File: src/hdl/utf8pc_pkg.sv
package utf8pc_pkg;

    // Bytes of the message inspected for a high (>= 0x80) byte.
    localparam int PREFIX_PROBE_LEN = 4;
    localparam int PREFIX_CNT_W     = $clog2(PREFIX_PROBE_LEN + 1);

    // Class queue between the front and the back.
    localparam int QUEUE_DEPTH = 2;
    localparam int QPTR_W      = (QUEUE_DEPTH > 1) ? $clog2(QUEUE_DEPTH) : 1;
    localparam int QCNT_W      = $clog2(QUEUE_DEPTH + 1);

    // Byte values and masks.
    localparam logic [7:0] BYTE_20   = 8'h20;
    localparam logic [7:0] BYTE_7E   = 8'h7e;
    localparam logic [7:0] MASK_C0   = 8'hc0;
    localparam logic [7:0] MASK_E0   = 8'he0;
    localparam logic [7:0] MASK_F0   = 8'hf0;
    localparam logic [7:0] MASK_F8   = 8'hf8;
    localparam logic [7:0] MASK_FE   = 8'hfe;
    localparam logic [7:0] BYTE_80   = 8'h80;
    localparam logic [7:0] BYTE_8F   = 8'h8f;
    localparam logic [7:0] BYTE_A0   = 8'ha0;
    localparam logic [7:0] BYTE_BE   = 8'hbe;
    localparam logic [7:0] BYTE_BF   = 8'hbf;
    localparam logic [7:0] BYTE_C0   = 8'hc0;
    localparam logic [7:0] BYTE_E0   = 8'he0;
    localparam logic [7:0] BYTE_ED   = 8'hed;
    localparam logic [7:0] BYTE_EF   = 8'hef;
    localparam logic [7:0] BYTE_F0   = 8'hf0;
    localparam logic [7:0] BYTE_F4   = 8'hf4;

    // Lead bytes that need a special check on later bytes.
    typedef enum logic [2:0] {
        TAG_OTHER,
        TAG_E0,
        TAG_ED,
        TAG_EF,
        TAG_F0,
        TAG_F4
    } lead_tag_t;

    // Pre-decoded view of one byte, as the back needs it.
    typedef struct packed {
        logic      last;
        logic      ascii_bad;   // outside 0x20..0x7E
        logic      high;        // >= 0x80
        logic      is_cont;     // 10xxxxxx
        logic [1:0] lead_len;   // continuations a good lead calls for, 0 if none
        lead_tag_t tag;
        logic      e0_low;      // 80..9F
        logic      ed_high;     // A0..BF
        logic      f0_low;      // 80..8F
        logic      f4_high;     // above 8F
        logic      is_bf;
        logic      is_be_bf;    // BE or BF
    } byte_class_t;

    // Queue to back handshake.
    typedef struct packed {
        logic        valid;
        byte_class_t cls;
    } queue_head_t;

endpackage

File: src/hdl/utf8pc_front.sv
module utf8pc_front
    import utf8pc_pkg::*;
(
    input  logic [7:0]  data_byte,
    input  logic        last_byte,
    output byte_class_t cls
);

    always_comb
    begin
        cls.last      = last_byte;
        cls.ascii_bad = (data_byte < BYTE_20) || (data_byte > BYTE_7E);
        cls.high      = data_byte[7];
        cls.is_cont   = (data_byte & MASK_C0) == BYTE_80;
        cls.e0_low    = (data_byte & MASK_E0) == BYTE_80;
        cls.ed_high   = (data_byte & MASK_E0) == BYTE_A0;
        cls.f0_low    = (data_byte & MASK_F0) == BYTE_80;
        cls.f4_high   = data_byte > BYTE_8F;
        cls.is_bf     = data_byte == BYTE_BF;
        cls.is_be_bf  = (data_byte & MASK_FE) == BYTE_BE;

        // Leads C0/C1 are overlong and F5 and up lie past the code space.
        if (((data_byte & MASK_E0) == BYTE_C0) && ((data_byte & MASK_FE) != BYTE_C0))
        begin
            cls.lead_len = 2'd1;
        end
        else if ((data_byte & MASK_F0) == BYTE_E0)
        begin
            cls.lead_len = 2'd2;
        end
        else if (((data_byte & MASK_F8) == BYTE_F0) && (data_byte <= BYTE_F4))
        begin
            cls.lead_len = 2'd3;
        end
        else
        begin
            cls.lead_len = 2'd0;
        end

        priority if (data_byte == BYTE_E0)
        begin
            cls.tag = TAG_E0;
        end
        else if (data_byte == BYTE_ED)
        begin
            cls.tag = TAG_ED;
        end
        else if (data_byte == BYTE_EF)
        begin
            cls.tag = TAG_EF;
        end
        else if (data_byte == BYTE_F0)
        begin
            cls.tag = TAG_F0;
        end
        else if (data_byte == BYTE_F4)
        begin
            cls.tag = TAG_F4;
        end
        else
        begin
            cls.tag = TAG_OTHER;
        end
    end

endmodule

File: src/hdl/utf8pc_queue.sv
module utf8pc_queue
    import utf8pc_pkg::*;
(
    input  logic        clk,
    input  logic        rst_n,
    input  logic        push,
    input  byte_class_t push_cls,
    output logic        full,
    input  logic        pop,
    output queue_head_t head
);

    byte_class_t       entry_reg [QUEUE_DEPTH];
    logic [QPTR_W-1:0] wr_ptr_reg;
    logic [QPTR_W-1:0] wr_ptr_next;
    logic [QPTR_W-1:0] rd_ptr_reg;
    logic [QPTR_W-1:0] rd_ptr_next;
    logic [QCNT_W-1:0] count_reg;
    logic [QCNT_W-1:0] count_next;

    function automatic logic [QPTR_W-1:0] ptr_inc(input logic [QPTR_W-1:0] p);
        logic [QPTR_W-1:0] r;
        if (p == QPTR_W'(QUEUE_DEPTH - 1))
        begin
            r = '0;
        end
        else
        begin
            r = p + QPTR_W'(1);
        end
        return r;
    endfunction

    assign full       = count_reg == QCNT_W'(QUEUE_DEPTH);
    assign head.valid = count_reg != '0;
    assign head.cls   = entry_reg[rd_ptr_reg];

    always_comb
    begin
        wr_ptr_next = push ? ptr_inc(wr_ptr_reg) : wr_ptr_reg;
        rd_ptr_next = pop ? ptr_inc(rd_ptr_reg) : rd_ptr_reg;
        count_next  = count_reg + QCNT_W'(push) - QCNT_W'(pop);
    end

    always_ff @(posedge clk or negedge rst_n)
    begin
        if (!rst_n)
        begin
            wr_ptr_reg <= '0;
            rd_ptr_reg <= '0;
            count_reg  <= '0;
        end
        else
        begin
            wr_ptr_reg <= wr_ptr_next;
            rd_ptr_reg <= rd_ptr_next;
            count_reg  <= count_next;
        end
    end

    always_ff @(posedge clk)
    begin
        if (push)
        begin
            entry_reg[wr_ptr_reg] <= push_cls;
        end
    end

endmodule

File: src/hdl/utf8pc_back.sv
module utf8pc_back
    import utf8pc_pkg::*;
(
    input  logic        clk,
    input  logic        rst_n,
    input  queue_head_t head,
    output logic        pop,
    output logic        out_valid,
    input  logic        out_ready,
    output logic        utf8_valid,
    output logic        ascii_valid,
    output logic        printable
);

    logic [1:0]              pending_reg;
    logic [1:0]              pending_next;
    lead_tag_t               tag_reg;
    lead_tag_t               tag_next;
    logic [1:0]              lead_len_reg;
    logic [1:0]              lead_len_next;
    logic                    second_bf_reg;
    logic                    second_bf_next;
    logic                    utf8_err_reg;
    logic                    utf8_err_next;
    logic                    ascii_err_reg;
    logic                    ascii_err_next;
    logic                    high_prefix_reg;
    logic                    high_prefix_next;
    logic [PREFIX_CNT_W-1:0] prefix_cnt_reg;
    logic [PREFIX_CNT_W-1:0] prefix_cnt_next;
    logic                    out_valid_reg;
    logic                    utf8_valid_reg;
    logic                    ascii_valid_reg;
    logic                    printable_reg;
    logic                    final_err;
    byte_class_t             c;

    assign c   = head.cls;
    assign pop = head.valid && (!out_valid_reg || out_ready);

    always_comb
    begin
        pending_next     = pending_reg;
        tag_next         = tag_reg;
        lead_len_next    = lead_len_reg;
        second_bf_next   = second_bf_reg;
        utf8_err_next    = utf8_err_reg;
        ascii_err_next   = ascii_err_reg | c.ascii_bad;
        high_prefix_next = high_prefix_reg;
        prefix_cnt_next  = prefix_cnt_reg;

        if (prefix_cnt_reg < PREFIX_CNT_W'(PREFIX_PROBE_LEN))
        begin
            high_prefix_next = high_prefix_reg | c.high;
            prefix_cnt_next  = prefix_cnt_reg + PREFIX_CNT_W'(1);
        end

        if (pending_reg != 2'd0)
        begin
            if (!c.is_cont)
            begin
                // Sequence cut short: flag it and drop what is open.
                utf8_err_next = 1'b1;
                pending_next  = 2'd0;
            end
            else
            begin
                if (pending_reg == lead_len_reg)
                begin
                    if ((tag_reg == TAG_E0 && c.e0_low) || (tag_reg == TAG_ED && c.ed_high) ||
                        (tag_reg == TAG_F0 && c.f0_low) || (tag_reg == TAG_F4 && c.f4_high))
                    begin
                        utf8_err_next = 1'b1;
                    end
                    second_bf_next = c.is_bf;
                end
                else if (pending_reg == 2'd1 && lead_len_reg == 2'd2)
                begin
                    // EF BF BE and EF BF BF are noncharacters.
                    if (tag_reg == TAG_EF && second_bf_reg && c.is_be_bf)
                    begin
                        utf8_err_next = 1'b1;
                    end
                end
                pending_next = pending_reg - 2'd1;
            end
        end
        else if (c.high)
        begin
            if (c.lead_len == 2'd0)
            begin
                utf8_err_next = 1'b1;
            end
            else
            begin
                pending_next   = c.lead_len;
                tag_next       = c.tag;
                lead_len_next  = c.lead_len;
                second_bf_next = 1'b0;
            end
        end

        final_err = utf8_err_next || (pending_next != 2'd0);
    end

    always_ff @(posedge clk or negedge rst_n)
    begin
        if (!rst_n)
        begin
            pending_reg     <= 2'd0;
            tag_reg         <= TAG_OTHER;
            lead_len_reg    <= 2'd0;
            second_bf_reg   <= 1'b0;
            utf8_err_reg    <= 1'b0;
            ascii_err_reg   <= 1'b0;
            high_prefix_reg <= 1'b0;
            prefix_cnt_reg  <= '0;
            out_valid_reg   <= 1'b0;
        end
        else
        begin
            if (pop && c.last)
            begin
                pending_reg     <= 2'd0;
                tag_reg         <= TAG_OTHER;
                lead_len_reg    <= 2'd0;
                second_bf_reg   <= 1'b0;
                utf8_err_reg    <= 1'b0;
                ascii_err_reg   <= 1'b0;
                high_prefix_reg <= 1'b0;
                prefix_cnt_reg  <= '0;
            end
            else if (pop)
            begin
                pending_reg     <= pending_next;
                tag_reg         <= tag_next;
                lead_len_reg    <= lead_len_next;
                second_bf_reg   <= second_bf_next;
                utf8_err_reg    <= utf8_err_next;
                ascii_err_reg   <= ascii_err_next;
                high_prefix_reg <= high_prefix_next;
                prefix_cnt_reg  <= prefix_cnt_next;
            end

            if (pop && c.last)
            begin
                out_valid_reg <= 1'b1;
            end
            else if (out_ready)
            begin
                out_valid_reg <= 1'b0;
            end
        end
    end

    always_ff @(posedge clk)
    begin
        if (pop && c.last)
        begin
            utf8_valid_reg  <= !final_err;
            ascii_valid_reg <= !ascii_err_next;
            printable_reg   <= !ascii_err_next || (high_prefix_next && !final_err);
        end
    end

    assign out_valid   = out_valid_reg;
    assign utf8_valid  = utf8_valid_reg;
    assign ascii_valid = ascii_valid_reg;
    assign printable   = printable_reg;

endmodule

File: src/hdl/utf8_printable_checker_unit.sv
// Streaming UTF-8 and printable-ASCII checker.
// Input channel (in_valid/in_ready): one message byte per transaction on data_byte,
// with last_byte high on the final byte. Messages are never empty.
// Output channel (out_valid/out_ready): one transaction per message, carrying
// utf8_valid, ascii_valid and printable, in message order.
// Throughput: one byte per cycle, sustained, while the receiver keeps up.
// The final byte's class passes through the queue, and the back registers the
// verdict in its output register as it pops that class. The front decodes each
// byte into a class word, a two-entry queue holds the classes, and the back runs
// the sequence state and sticky flags, one class per cycle while the receiver
// keeps up; the back's single state update per class sets that rate.
// When the receiver stalls, the result holds in the output register, the back
// stops popping, and the queue absorbs up to two more bytes before in_ready
// drops. Reset (rst_n low, asynchronous) empties the queue, drops any pending
// result and clears the sequence state and flags; after the final byte of a
// message the state returns to its reset values by itself.
module utf8_printable_checker_unit
    import utf8pc_pkg::*;
(
    input  logic       clk,
    input  logic       rst_n,
    input  logic       in_valid,
    output logic       in_ready,
    input  logic [7:0] data_byte,
    input  logic       last_byte,
    output logic       out_valid,
    input  logic       out_ready,
    output logic       utf8_valid,
    output logic       ascii_valid,
    output logic       printable
);

    byte_class_t cls;
    queue_head_t head;
    logic        q_full;
    logic        pop;
    logic        push;

    // Accept whenever the queue has room; the back drains it independently.
    assign in_ready = !q_full;
    assign push     = in_valid && !q_full;

    utf8pc_front u_front (
        .data_byte (data_byte),
        .last_byte (last_byte),
        .cls       (cls)
    );

    utf8pc_queue u_queue (
        .clk      (clk),
        .rst_n    (rst_n),
        .push     (push),
        .push_cls (cls),
        .full     (q_full),
        .pop      (pop),
        .head     (head)
    );

    utf8pc_back u_back (
        .clk         (clk),
        .rst_n       (rst_n),
        .head        (head),
        .pop         (pop),
        .out_valid   (out_valid),
        .out_ready   (out_ready),
        .utf8_valid  (utf8_valid),
        .ascii_valid (ascii_valid),
        .printable   (printable)
    );

endmodule

File: config.mk
export PLATFORM = sky130hd
export DESIGN_NAME = utf8_printable_checker_unit
export DESIGN_NICKNAME = d
export VERILOG_FILES = /design/src/hdl/utf8pc_pkg.sv /design/src/hdl/utf8pc_front.sv /design/src/hdl/utf8pc_queue.sv /design/src/hdl/utf8pc_back.sv /design/src/hdl/utf8_printable_checker_unit.sv
export SDC_FILE = /design/constraint.sdc
export NUM_CORES = 1
export LEC_CHECK = 0
export BUFFER_PORTS_ARGS = -buffer_cell sky130_fd_sc_hd__buf_2
export CAP_MARGIN = 40
export CORE_MARGIN = 3
export CORE_UTILIZATION = 53
export CTS_CLUSTER_SIZE = 20
export DETAILED_ROUTE_END_ITERATION = 10
export MAX_ROUTING_LAYER = met4
export PLACE_DENSITY = 0.76
export SETUP_SLACK_MARGIN = 0.2
export SLEW_MARGIN = 20
export SYNTH_ARGS = -nofsm -noshare
export SYNTH_HDL_FRONTEND = slang
export SYNTH_SLANG_ARGS = --single-unit
File: constraint.sdc
create_clock -name clk -period 2.1 [get_ports clk]
set_input_delay 0.21 -clock clk [delete_from_list [all_inputs] [get_ports clk]]
set_output_delay 0.21 -clock clk [all_outputs]
set_load 0.005 [all_outputs]
### Word-level counts from Yosys, hierarchy flattened

Memories as Yosys holds them, arrays and structs flattened.
Cells that the tools add are included.

* latch bits: 0
* RAM bits: 30
* memory bits (read-only): 0
* register bits: 22
* memories: 1

Memories
* u_queue.entry_reg: depth 2, width 15, read ports 1, clocked after memory_dff 0, wr ports 1, line utf8pc_queue.sv:13 `byte_class_t entry_reg [QUEUE_DEPTH];`

* reductions and logical operators: 36
* shift operators: 0
* $lt $le $gt $ge: 5
* $mul: 0
* equality and inequality tests: 29
* $add $sub $neg: 6
* div/mod/pow operators: 0
* muxes and demuxes: 55
* bitwise logic cells: 2

Operators by type and width (count)
* 8-bit == test, second input constant: 6
* 3-bit 2-to-1 mux: 13
* 1-bit 2-to-1 mux: 28
* 2-bit 2-to-1 mux: 14
* 3-bit == test, second input constant: 5
* 2-bit nonzero test: 7
* 1-bit logical AND: 13
* 4-bit == test, second input constant: 2
* 8-bit by 7-bit > comparator with 1-bit output, second input constant: 1
* 8-bit > comparator, second input constant: 1
* 8-bit <= comparator, second input constant: 1
* 8-bit by 6-bit less-than comparator with 1-bit output, second input constant: 1
* 7-bit == test, second input constant: 1
* 1-bit logical OR: 7
* 7-bit inequality test, second input constant: 1
* 2-bit == test, second input constant: 3
* 3-bit by 2-bit == test with 1-bit output, second input constant: 2
* 3-bit by 2-bit inequality test with 1-bit output, second input constant: 2
* 5-bit == test, second input constant: 1
* 5-bit AND reduction: 1
* 1-bit zero test: 4
* 2-bit inequality test, second input constant: 2
* 4-bit AND reduction: 1
* 3-bit by 1-bit adder with 3-bit output, second input constant: 1
* other kinds (13): 15

### Depth between registers and ports, before layout

Gate-level depths: netlist of the first run.

* word-level depth: 13
* gate-level depth with buffers: 8
* mapped depth without buffers: 8

### Modules after synthesis

From an unflattened synthesis of the first run, not the netlist that was laid out.

* cell total of the unflattened synthesis: 198
* area, all modules: 2590.0 µm²

Modules (own cells, without submodules)
* utf8pc_queue: cells each 62, instances 1, sequential area each 1001.0 µm², area each 1333.8 µm²
* utf8pc_back: cells each 100, instances 1, sequential area each 465.4 µm², area each 1054.8 µm²
* utf8pc_front: cells each 34, instances 1, sequential area each 0.0 µm², area each 191.4 µm²
* utf8_printable_checker_unit: cells each 2, instances 1, sequential area each 0.0 µm², area each 10.0 µm²

### Least setup slack after synthesis of the first run

No wires, ideal clock.

* path type: flip-flop to flip-flop
* start: register u_queue.rd_ptr_reg
* end: register u_back.printable_reg, in the netlist u_back.printable, data pin
* setup slack: 0.061 ns
* arrival: 1.907 ns
* cell stages (with the launch flop): 7
* library setup time: 0.132 ns
* path buffers: 1
* cells stage by stage: dfrtp_1 -> buf_6 -> mux4_2 -> and3b_1 -> or4_4 -> a21oi_2 -> a31o_1

* cells in the longest elaborated chain, start to end: 13

RTL lines
* start: declaration: line utf8pc_queue.sv:16 `logic [QPTR_W-1:0] rd_ptr_reg;`
* start signal: assignment: line utf8pc_queue.sv:56 `rd_ptr_reg <= rd_ptr_next;`
* memory 2 x 15 bit (*)
* 1-bit logical AND: line utf8pc_back.sv:70 `if ((tag_reg == TAG_E0 && c.e0_low) || (tag_reg == TAG_ED && c.ed_high) ||`
* 1-bit logical OR (2 in a row): line utf8pc_back.sv:70
* 1-bit logical OR: line utf8pc_back.sv:71 `(tag_reg == TAG_F0 && c.f0_low) || (tag_reg == TAG_F4 && c.f4_high))`
* 1-bit 2-to-1 mux: line utf8pc_back.sv:70
* 1-bit 2-to-1 mux: line utf8pc_back.sv:68 `if (pending_reg == lead_len_reg)`
* 1-bit 2-to-1 mux: line utf8pc_back.sv:60 `if (!c.is_cont)`
* 1-bit 2-to-1 mux: line utf8pc_back.sv:58 `if (pending_reg != 2'd0)`
* 1-bit logical OR: line utf8pc_back.sv:103 `final_err = utf8_err_next || (pending_next != 2'd0);`
* 1-bit zero test: line utf8pc_back.sv:162 `printable_reg <= !ascii_err_next || (high_prefix_next && !final_err);`
* 1-bit logical AND: line utf8pc_back.sv:162
* 1-bit logical OR (*): line utf8pc_back.sv:162
* end signal: assignment: line utf8pc_back.sv:162
* end: declaration: line utf8pc_back.sv:34 `logic printable_reg;`

Mark *: on every way between the ends. The rest lies on a longest branch, timed or not.
A chain may end at the register's enable or synchronous reset.

### Worst setup path after layout of the first run

Same ends and word-level chain as after synthesis.

==> summary.md, run 1 <==
| Metric | Value |
|---|---|
| Seq pwr share | between 40% and 50% |
| Initial antenna violation count | 0 |
| Total leakage power | approximately 1.1 nW |
| CP peak stage delay | about 0.52 ns |
| Met1 Use GR | 21.9% |
| Most common cell after layout, fill and taps aside | edfxtp_1 |
| Global-route wire length before repair | 7210 um |
| Routed Antenna Nets | 0 |
| Tightest Hold Check Type | in2reg |
| Endpoints failing setup | 0 |
| DR iter-0 viols | 87 |
| Slowest cell on crit path | or4_4 |
| Post-synth top area cell | edfxtp_1 |
| Via count | between 1500 and 2000 |
| Relative slew slack | a little under three quarters |
| Vias per cell | 5.60 |
| Largest net degree at the start of global routing | 20 |
| Setup Skew | just under 0.01 ns |
| First-pass DRT Iterations | 4 |
| Internal cell power | about 0.0025 W |
| Critical-path cell list | mux4_2, and3b_1, or4_4, a21oi_4, a31o_1 |
| Peak Freq | between 0.4 and 0.5 GHz |
| Diodes inserted | 0 |
| Die area | between 0.005 and 0.006 mm^2 |
| Arrival @ worst endpoint | between 2 and 2.5 ns |
| Total track usage | a little under a fifth |
| Largest delay share family, worst path | simple AND/OR/NAND/NOR gates |
| Cell Area, Synth | ~0.0024 mm^2 |
| Required @ worst endpoint | 2.28 ns |
| Max FFs per register | 30 |
| Top Usage Layer GRT | met2 |
| Comb pwr share | between 40% and 50% |
| Wire length per cell | approximately 16 um |
| Cts bufs inserted | 5 |
| Slew @ Worst Pin | approximately 0.44 ns |
| Post-synthesis cell count | just under 200 |
| Pwr dens | ~1400 mW/mm^2 |
| Number of global-route vias before repair | around 1500 |
| GRT Residual Overflow | 0 |
| Routability cong. | 0.877 |
| Register area share after synthesis | between 60% and 70% |
| Pwr Total | between 0.003 and 0.004 W |
| CTS H-tree lvls | 2 |
| Row count | 24 |
| Post-synth EDFFs | 33 |
| Final setup TNS | 0 ns |
| Share of post-route cells with drive strength above 1 | approximately 23% |
| Fin. Hold Viols | 0 |
| Switching part of the total | between 30% and 40% |
| Clk pwr share | roughly 14% |
| Final nets | ~250 |
| Final Cycle Share | between 90% and 100% |
| Min Tclk post-route | 2.02 ns |
| Latest clock arrival within the worst-skew pair | slightly above 0.3 ns |
| Syn nets | between 200 and 250 |
| Clk root buf | clkbuf_8 |
| Height of the die | 73.7 um |
| Crit-path max FO | 3 |
| Maxcap violations | 0 |
| Most frequent cells in the layout | edfxtp_1, nor2_1, dfrtp_1, buf_2, nand2_1 |
| Worst setup EP type | flip-flop |
| Net switching power | around 0.0014 W |
| Count of cell types in the netlist | between 40 and 50 |
| Yosys warns | 0 |
| Synth top area cells | edfxtp_1, dfrtp_1, mux2i_1 |
| Peak supply drop | approximately 760 uV |
| Clk sinks | 52 |
| Critical path buffers and inverters | 0 |
| Num ports | 18 |
| Layout area overhead | 13.4% |
| Detailed Route WL | approximately 4400 um |
| Worst-path clk slew | about 0.090 ns |
| Met3 Use GR | 4.38% |
| Startpoint types | flip-flop |
| Synth Flop Type | edfxtp_1 |
| Avg Cell Area, Syn | 12.2 um^2 |
| Port-buffer cells | 17 |
| Yosys top cell area share | between 40% and 50% |
| Max clock buf depth | 2 |
| RSZ-0062 raised after global routing | yes |
| Core area | approximately 0.0044 mm^2 |
| Seq cells post-synth | 52 |
| HPWL after DPL | around 3200 um |
| Met2 usage | 29.5% |
| Starting Density | a little under three fifths |
| Share of flip-flops with an asynchronous set or reset | between 30% and 40% |
| Outcome | finished, final reports clean |
| Crit Path Class | reg2reg |
| Drt drc | 0 |
| Slew Limit Fails | 0 |
| TritonCTS clock tree | done |
| Die width | 73.7 um |
[repair_timing]
item	in CTS	in global routing
hold endpoints to repair	19	0
pin swaps	1	1
gates resized for setup	2	5
setup buffers	0	0
hold buffers	1	0
setup endpoints to repair	8	9
[Yosys cell counts (2+ instances only)]
cell and instances:
mux2i_1 12, nand2_1 15, edfxtp_1 33, clkbuf_1 2, nor2_1 20, o31ai_1 2, o21ai_0 7, nand2b_1 5
xnor2_1 6, dfrtp_1 19, nand3_1 5, a211oi_1 3, nor3_1 8, buf_2 2, and2_1 3, nor3b_1 4
mux2_2 8, a21oi_1 9, nor2b_1 3, ha_1 5, inv_1 7
[per-layer routing]
metal | wire length (um) | vias up
li1 | - | 784
met1 | 1920 | 737
met2 | 2140 | 45
met3 | 190 | 13
met4 | 148 | 0
met5 | 0 | -
[power groups by stage]
stage	clock network [W]	logic, W	registers [W]
floorplan	0	0.00115	0.00163
global placement	0	0.00154	0.00167
detailed placement	0	0.00158	0.00169
CTS	0.000559	0.00162	0.00166
global route	0.000592	0.00185	0.00171
finish	0.000553	0.00165	0.00167
[worst register-to-register path, delay by kind of cell (launching register included)]
kind	cells	cell delay (ns)
flops	1	0.39
simple gates	2	0.70
compound gates	2	0.32
mux	1	0.50
[area by class of cell]
| type | instances | area (um^2) |
|---|---|---|
| clock inverters | 3 | 17.5 |
| clock buffers | 5 | 68.8 |
| fillers | 342 | 1630 |
| flip-flops and latches | 52 | 1470 |
| repair buffers | 28 | 170 |
| multi-input cells | 134 | 941 |
| inverters | 8 | 30.0 |
| well taps | 52 | 65.1 |
[through the flow]
| step | worst slack (ns) | utilization [%] | instance area (um^2) | instances | hold slack, ns |
|---|---|---|---|---|---|
| finish | 0.0796 | 62.9 | 2760 | 282 | 0.110 |
| global route | 0.00135 | 62.9 | 2760 | 282 | 0.105 |
| CTS | 0.0589 | 62.5 | 2740 | 282 | 0.105 |
| detailed placement | 0.0492 | 60.0 | 2630 | 273 | 0.177 |
| global placement | 0.0891 | 60.0 | 2630 | 273 | 0.177 |
| floorplan | 0.0723 | - | 2440 | 199 | -0.0856 |
[cells by family (layout without fill, tap and decap cells)]
kind of cell               Yosys count  after routing  synth area share, %
AOI/OAI and AO/OA                   30             30                 7.92
xor gates and xnor gates             6              6                 2.16
buffers and inverters               13             44                 2.42
DFF                                 52             52                 60.3
muxes                               21             21                 9.57
and+or+nand+nor                     72             72                 15.1
adders and majority gates            5              5                 2.57
[path summary, 6_finish.rpt]
check | from | endpoint | slack [ns] | depth (start not counted)
max | u_queue.rd_ptr_reg$_DFFE_PN0P_ | u_back.printable$_DFFE_PP_ | 0.08 | 5
min | last_byte | u_queue.entry_reg[0][14]$_DFFE_PP_ | 0.11 | 1
max reg2reg | u_queue.rd_ptr_reg$_DFFE_PN0P_ | u_back.printable$_DFFE_PP_ | 0.08 | 5
min reg2reg | u_queue.wr_ptr_reg$_DFFE_PN0P_ | u_queue.wr_ptr_reg$_DFFE_PN0P_ | 0.50 | 1
max in group asynchronous | rst_n | u_queue.rd_ptr_reg$_DFFE_PN0P_ | 1.42 | 2
min in group asynchronous | rst_n | u_back.pending_reg[1]$_DFFE_PN0P_ | 0.37 | 2
Power figures use the tool's default switching activity.
==> run 2, diff against run 1 <==
- CORE_UTILIZATION: 53 -> 54
- PLACE_DENSITY: 0.76 -> 0.77
- SYNTH_HIERARCHICAL: default -> 1
==> run 2 against run 1 <==
Utilization grew 2.7 points; register-to-register slack improved by 0.07 ns; critical path type unchanged; via count grew 1.7%.
==> summary.md, run 2 <==
| Metric | Value |
|---|---|
| Outcome | finished, final reports clean |
| Total leakage power | 1.23 nW (+11%) |
| Total track usage | 18.4% (-0.34 points) |
| Cell Area, Synth | 0.00259 mm^2 (+6.5%) |
| Worst-path clk slew | 0.10 ns (about the same) |
| Peak Freq | 0.513 GHz (+3.7%) |
| Crit-path max FO | 12 (+9) |
| Die width | 75.3 um (+2.0%) |
| Max clock buf depth | 2 (unchanged) |
| Drt drc | 0 (unchanged) |
| Cts bufs inserted | 5 (unchanged) |
| Port-buffer cells | 17 (unchanged) |
| Met3 Use GR | 4.67% (+0.30 points) |
| Slowest cell on crit path | dfrtp_1 |
| Post-synth top area cell | edfxtp_1 |
| Slew Limit Fails | 0 (unchanged) |
| Maxcap violations | 0 (unchanged) |
| Avg Cell Area, Syn | 13.1 um^2 (+7.0%) |
| Routed Antenna Nets | 0 (unchanged) |
| Die area | 0.00566 mm^2 (+4.1%) |
| Core area | 0.00450 mm^2 (+2.7%) |
| Required @ worst endpoint | 2.25 ns (-0.03 ns) |
| Post-synthesis cell count | 198 (-0.50%) |
| DR iter-0 viols | 100 (+15%) |
| Critical path buffers and inverters | 1 (+1) |
| Crit Path Class | reg2reg |
| Synth Flop Type | edfxtp_1 |
| Diodes inserted | 0 (unchanged) |
| Met2 usage | 29.3% (-0.22 points) |
| Num ports | 18 (unchanged) |
| GRT Residual Overflow | 0 (unchanged) |
| Relative slew slack | 68.9% (-1.9 points) |
| Seq cells post-synth | 52 (unchanged) |
| RSZ-0062 raised after global routing | yes |
| Largest net degree at the start of global routing | 20 (unchanged) |
| CTS H-tree lvls | 2 (unchanged) |
| Register Area | 0.00147 mm^2 (about the same) |
| Top Usage Layer GRT | met2 |
| Final setup TNS | 0 ns (unchanged) |
| Clk root buf | clkbuf_8 |
| Most frequent cell after synthesis | edfxtp_1 |
| Count of cell types in the netlist | 53 (+26%) |
| Met1 Use GR | 23.1% (+1.2 points) |
| Slew @ Worst Pin | 0.466 ns (+0.0289 ns) |
| Wire length per cell | 16.0 um (+2.6%) |
| Critical-path cell list | buf_12, mux2_4, nor3b_2, a311oi_2, nand3_1, o31ai_2 |
| Area of the multi-input gates | 0.00103 mm^2 (+9.0%) |
| Latest clock arrival within the worst-skew pair | 0.30 ns (about the same) |
| HPWL after DPL | 3160 um (-1.6%) |
| Fin. Hold Viols | 0 (unchanged) |
| Min Tclk post-route | 1.95 ns (-0.0712 ns) |
| Worst setup EP type | flip-flop |
| Post-synth EDFFs | 33 (unchanged) |
| Most common cell after layout, fill and taps aside | edfxtp_1 |
| Peak supply drop | 740 uV (-3.1%) |
| Register area share after synthesis | 56.6% (-3.7 points) |
| Layout area overhead | 14.1% |
| Most frequent cells in the layout | edfxtp_1, dfrtp_1, buf_2, inv_1 |
| Startpoint types | flip-flop |
| Placed cells | 266 (-2.6%) |
| Clk sinks | 52 (unchanged) |
| Via count | 1606 (+1.7%) |
| Pwr dens | 1450 mW/mm^2 (+3.7%) |
| Post-Layout Cell Count | 282 (unchanged) |
| Fillers | 319 (-6.7%) |
| Largest delay share family, worst path | compound AO/OA/AOI/OAI gates |
| Endpoints failing setup | 0 (unchanged) |
| CP peak stage delay | 0.42 ns (-0.10 ns) |
| Routability cong. | 0.851 (-2.9%) |
| Yosys top cell area share | 38.3% (-2.5 points) |
| Final core occ | 65.6% (+2.7 points) |
| Tightest Hold Check Type | in2reg |
| Share of flip-flops with an asynchronous set or reset | 36.5% (unchanged) |
| Initial antenna violation count | 0 (unchanged) |
| Number of global-route vias before repair | 1642 (+7.8%) |
| Height of the die | 75.3 um (+2.0%) |
| Row count | 24 (unchanged) |
| Max FFs per register | 30 (unchanged) |
| Vias per cell | 5.70 (+1.7%) |
| Most common library cells after synthesis | edfxtp_1, dfrtp_1, inv_1, nor2_1, nand2_1 |
| Starting Density | 57.5% (+2.0 points) |
| Arrival @ worst endpoint | 2.10 ns (-0.10 ns) |
| TritonCTS clock tree | done |
| Final nets | 247 (unchanged) |
| Setup Skew | 0.00946 ns (-0.000400 ns) |
| Global-route wire length before repair | 7490 um (+3.8%) |
| First-pass DRT Iterations | 4 (unchanged) |
| Final Cycle Share | 92.8% (-3.4 points) |
| Syn nets | 216 (-0.46%) |
| Share of post-route cells with drive strength above 1 | 31.7% (+9.1 points) |
| Detailed Route WL | 4510 um (+2.6%) |
| Synth top area cells | edfxtp_1, dfrtp_1, mux2_4 |
| Yosys warns | 6 (+6) |
| WHS | 0.0932 ns (-0.0166 ns) |
==> run 2: cell count changes in the layout (fill, tap and decap cells not counted), moves of 3 or more <==
cell,delta
nand2_1,-4
nor3_1,-5
inv_1,+7
xnor2_1,-3
nor2_1,-7
mux2i_1,-11
nor3b_1,-3
mux2_4,+12
a22o_1,+4
mux2_2,-4
==> run 2: layout make-up <==
class                      count  area share (%)
clock inverter                 3            2.33
tap                           52            2.20
timing repair buffer          31            6.95
sequential                    52            49.7
multi-input combinational    125            34.7
clock buffer                   5            2.33
inverter                      14            1.78
==> run 2: report_power, final <==
group	leakage [nW]	internal, W	switching [W]	total [W]
clock network	0.0687	0.000479	0.000331	0.000810
registers	0.549	0.00147	0.000182	0.00165
logic	0.611	0.000949	0.000888	0.00184
total	1.23	0.00290	0.00140	0.00430
==> run 2: final timing paths <==
path,start,end,slack (ns),depth (start not counted)
setup / recovery,u_queue/rd_ptr_reg$_DFFE_PN0P_,u_back/printable$_DFFE_PP_,0.15,6
hold / removal,last_byte,u_queue/entry_reg[1][14]$_DFFE_PP_,0.09,1
setup reg to reg,u_queue/rd_ptr_reg$_DFFE_PN0P_,u_back/printable$_DFFE_PP_,0.15,6
hold reg to reg,u_queue/wr_ptr_reg$_DFFE_PN0P_,u_queue/wr_ptr_reg$_DFFE_PN0P_,0.49,1
max in group asynchronous,rst_n,u_back/pending_reg[0]$_DFFE_PN0P_,1.38,2
min in group asynchronous,rst_n,u_back/pending_reg[0]$_DFFE_PN0P_,0.38,2
==> run 2: repair_timing <==
action / in CTS / in global routing
gates resized for setup: 2 / 6
endpoints found under the setup margin: 2 / 9
hold buffers: 1 / 0
buffers inserted: 6 / 1
pin swaps: 5 / 6
endpoints found under the hold margin: 19 / 0
==> run 2: routing by layer <==
metal	up-vias	routed length, um
li1	783	-
met1	788	2010
met2	33	2310
met3	2	172
met4	0	14
met5	-	0
==> run 2: cell families (layout without fill, tap and decap cells) <==
kind of cell / count (synthesis) / after routing / synth area share [%]
AOI/OAI and AO/OA: 34 / 34 / 10.7
buffers and inverters: 21 / 53 / 4.64
adders and majority gates: 5 / 5 / 2.42
muxes: 17 / 17 / 8.84
xor gates and xnor gates: 6 / 6 / 2.61
DFF: 52 / 52 / 56.6
and+or+nand+nor: 63 / 63 / 14.2
==> run 2: per-stage QoR <==
step	power [W]	worst slack, ns	cell area, um^2
after global routing	0.00457	0.101	2950
after global placement	0.00329	0.175	2730
after floorplan	0.00294	0.140	2590
after detailed placement	0.00334	0.148	2730
final	0.00430	0.151	2950
after CTS	0.00427	0.184	2930
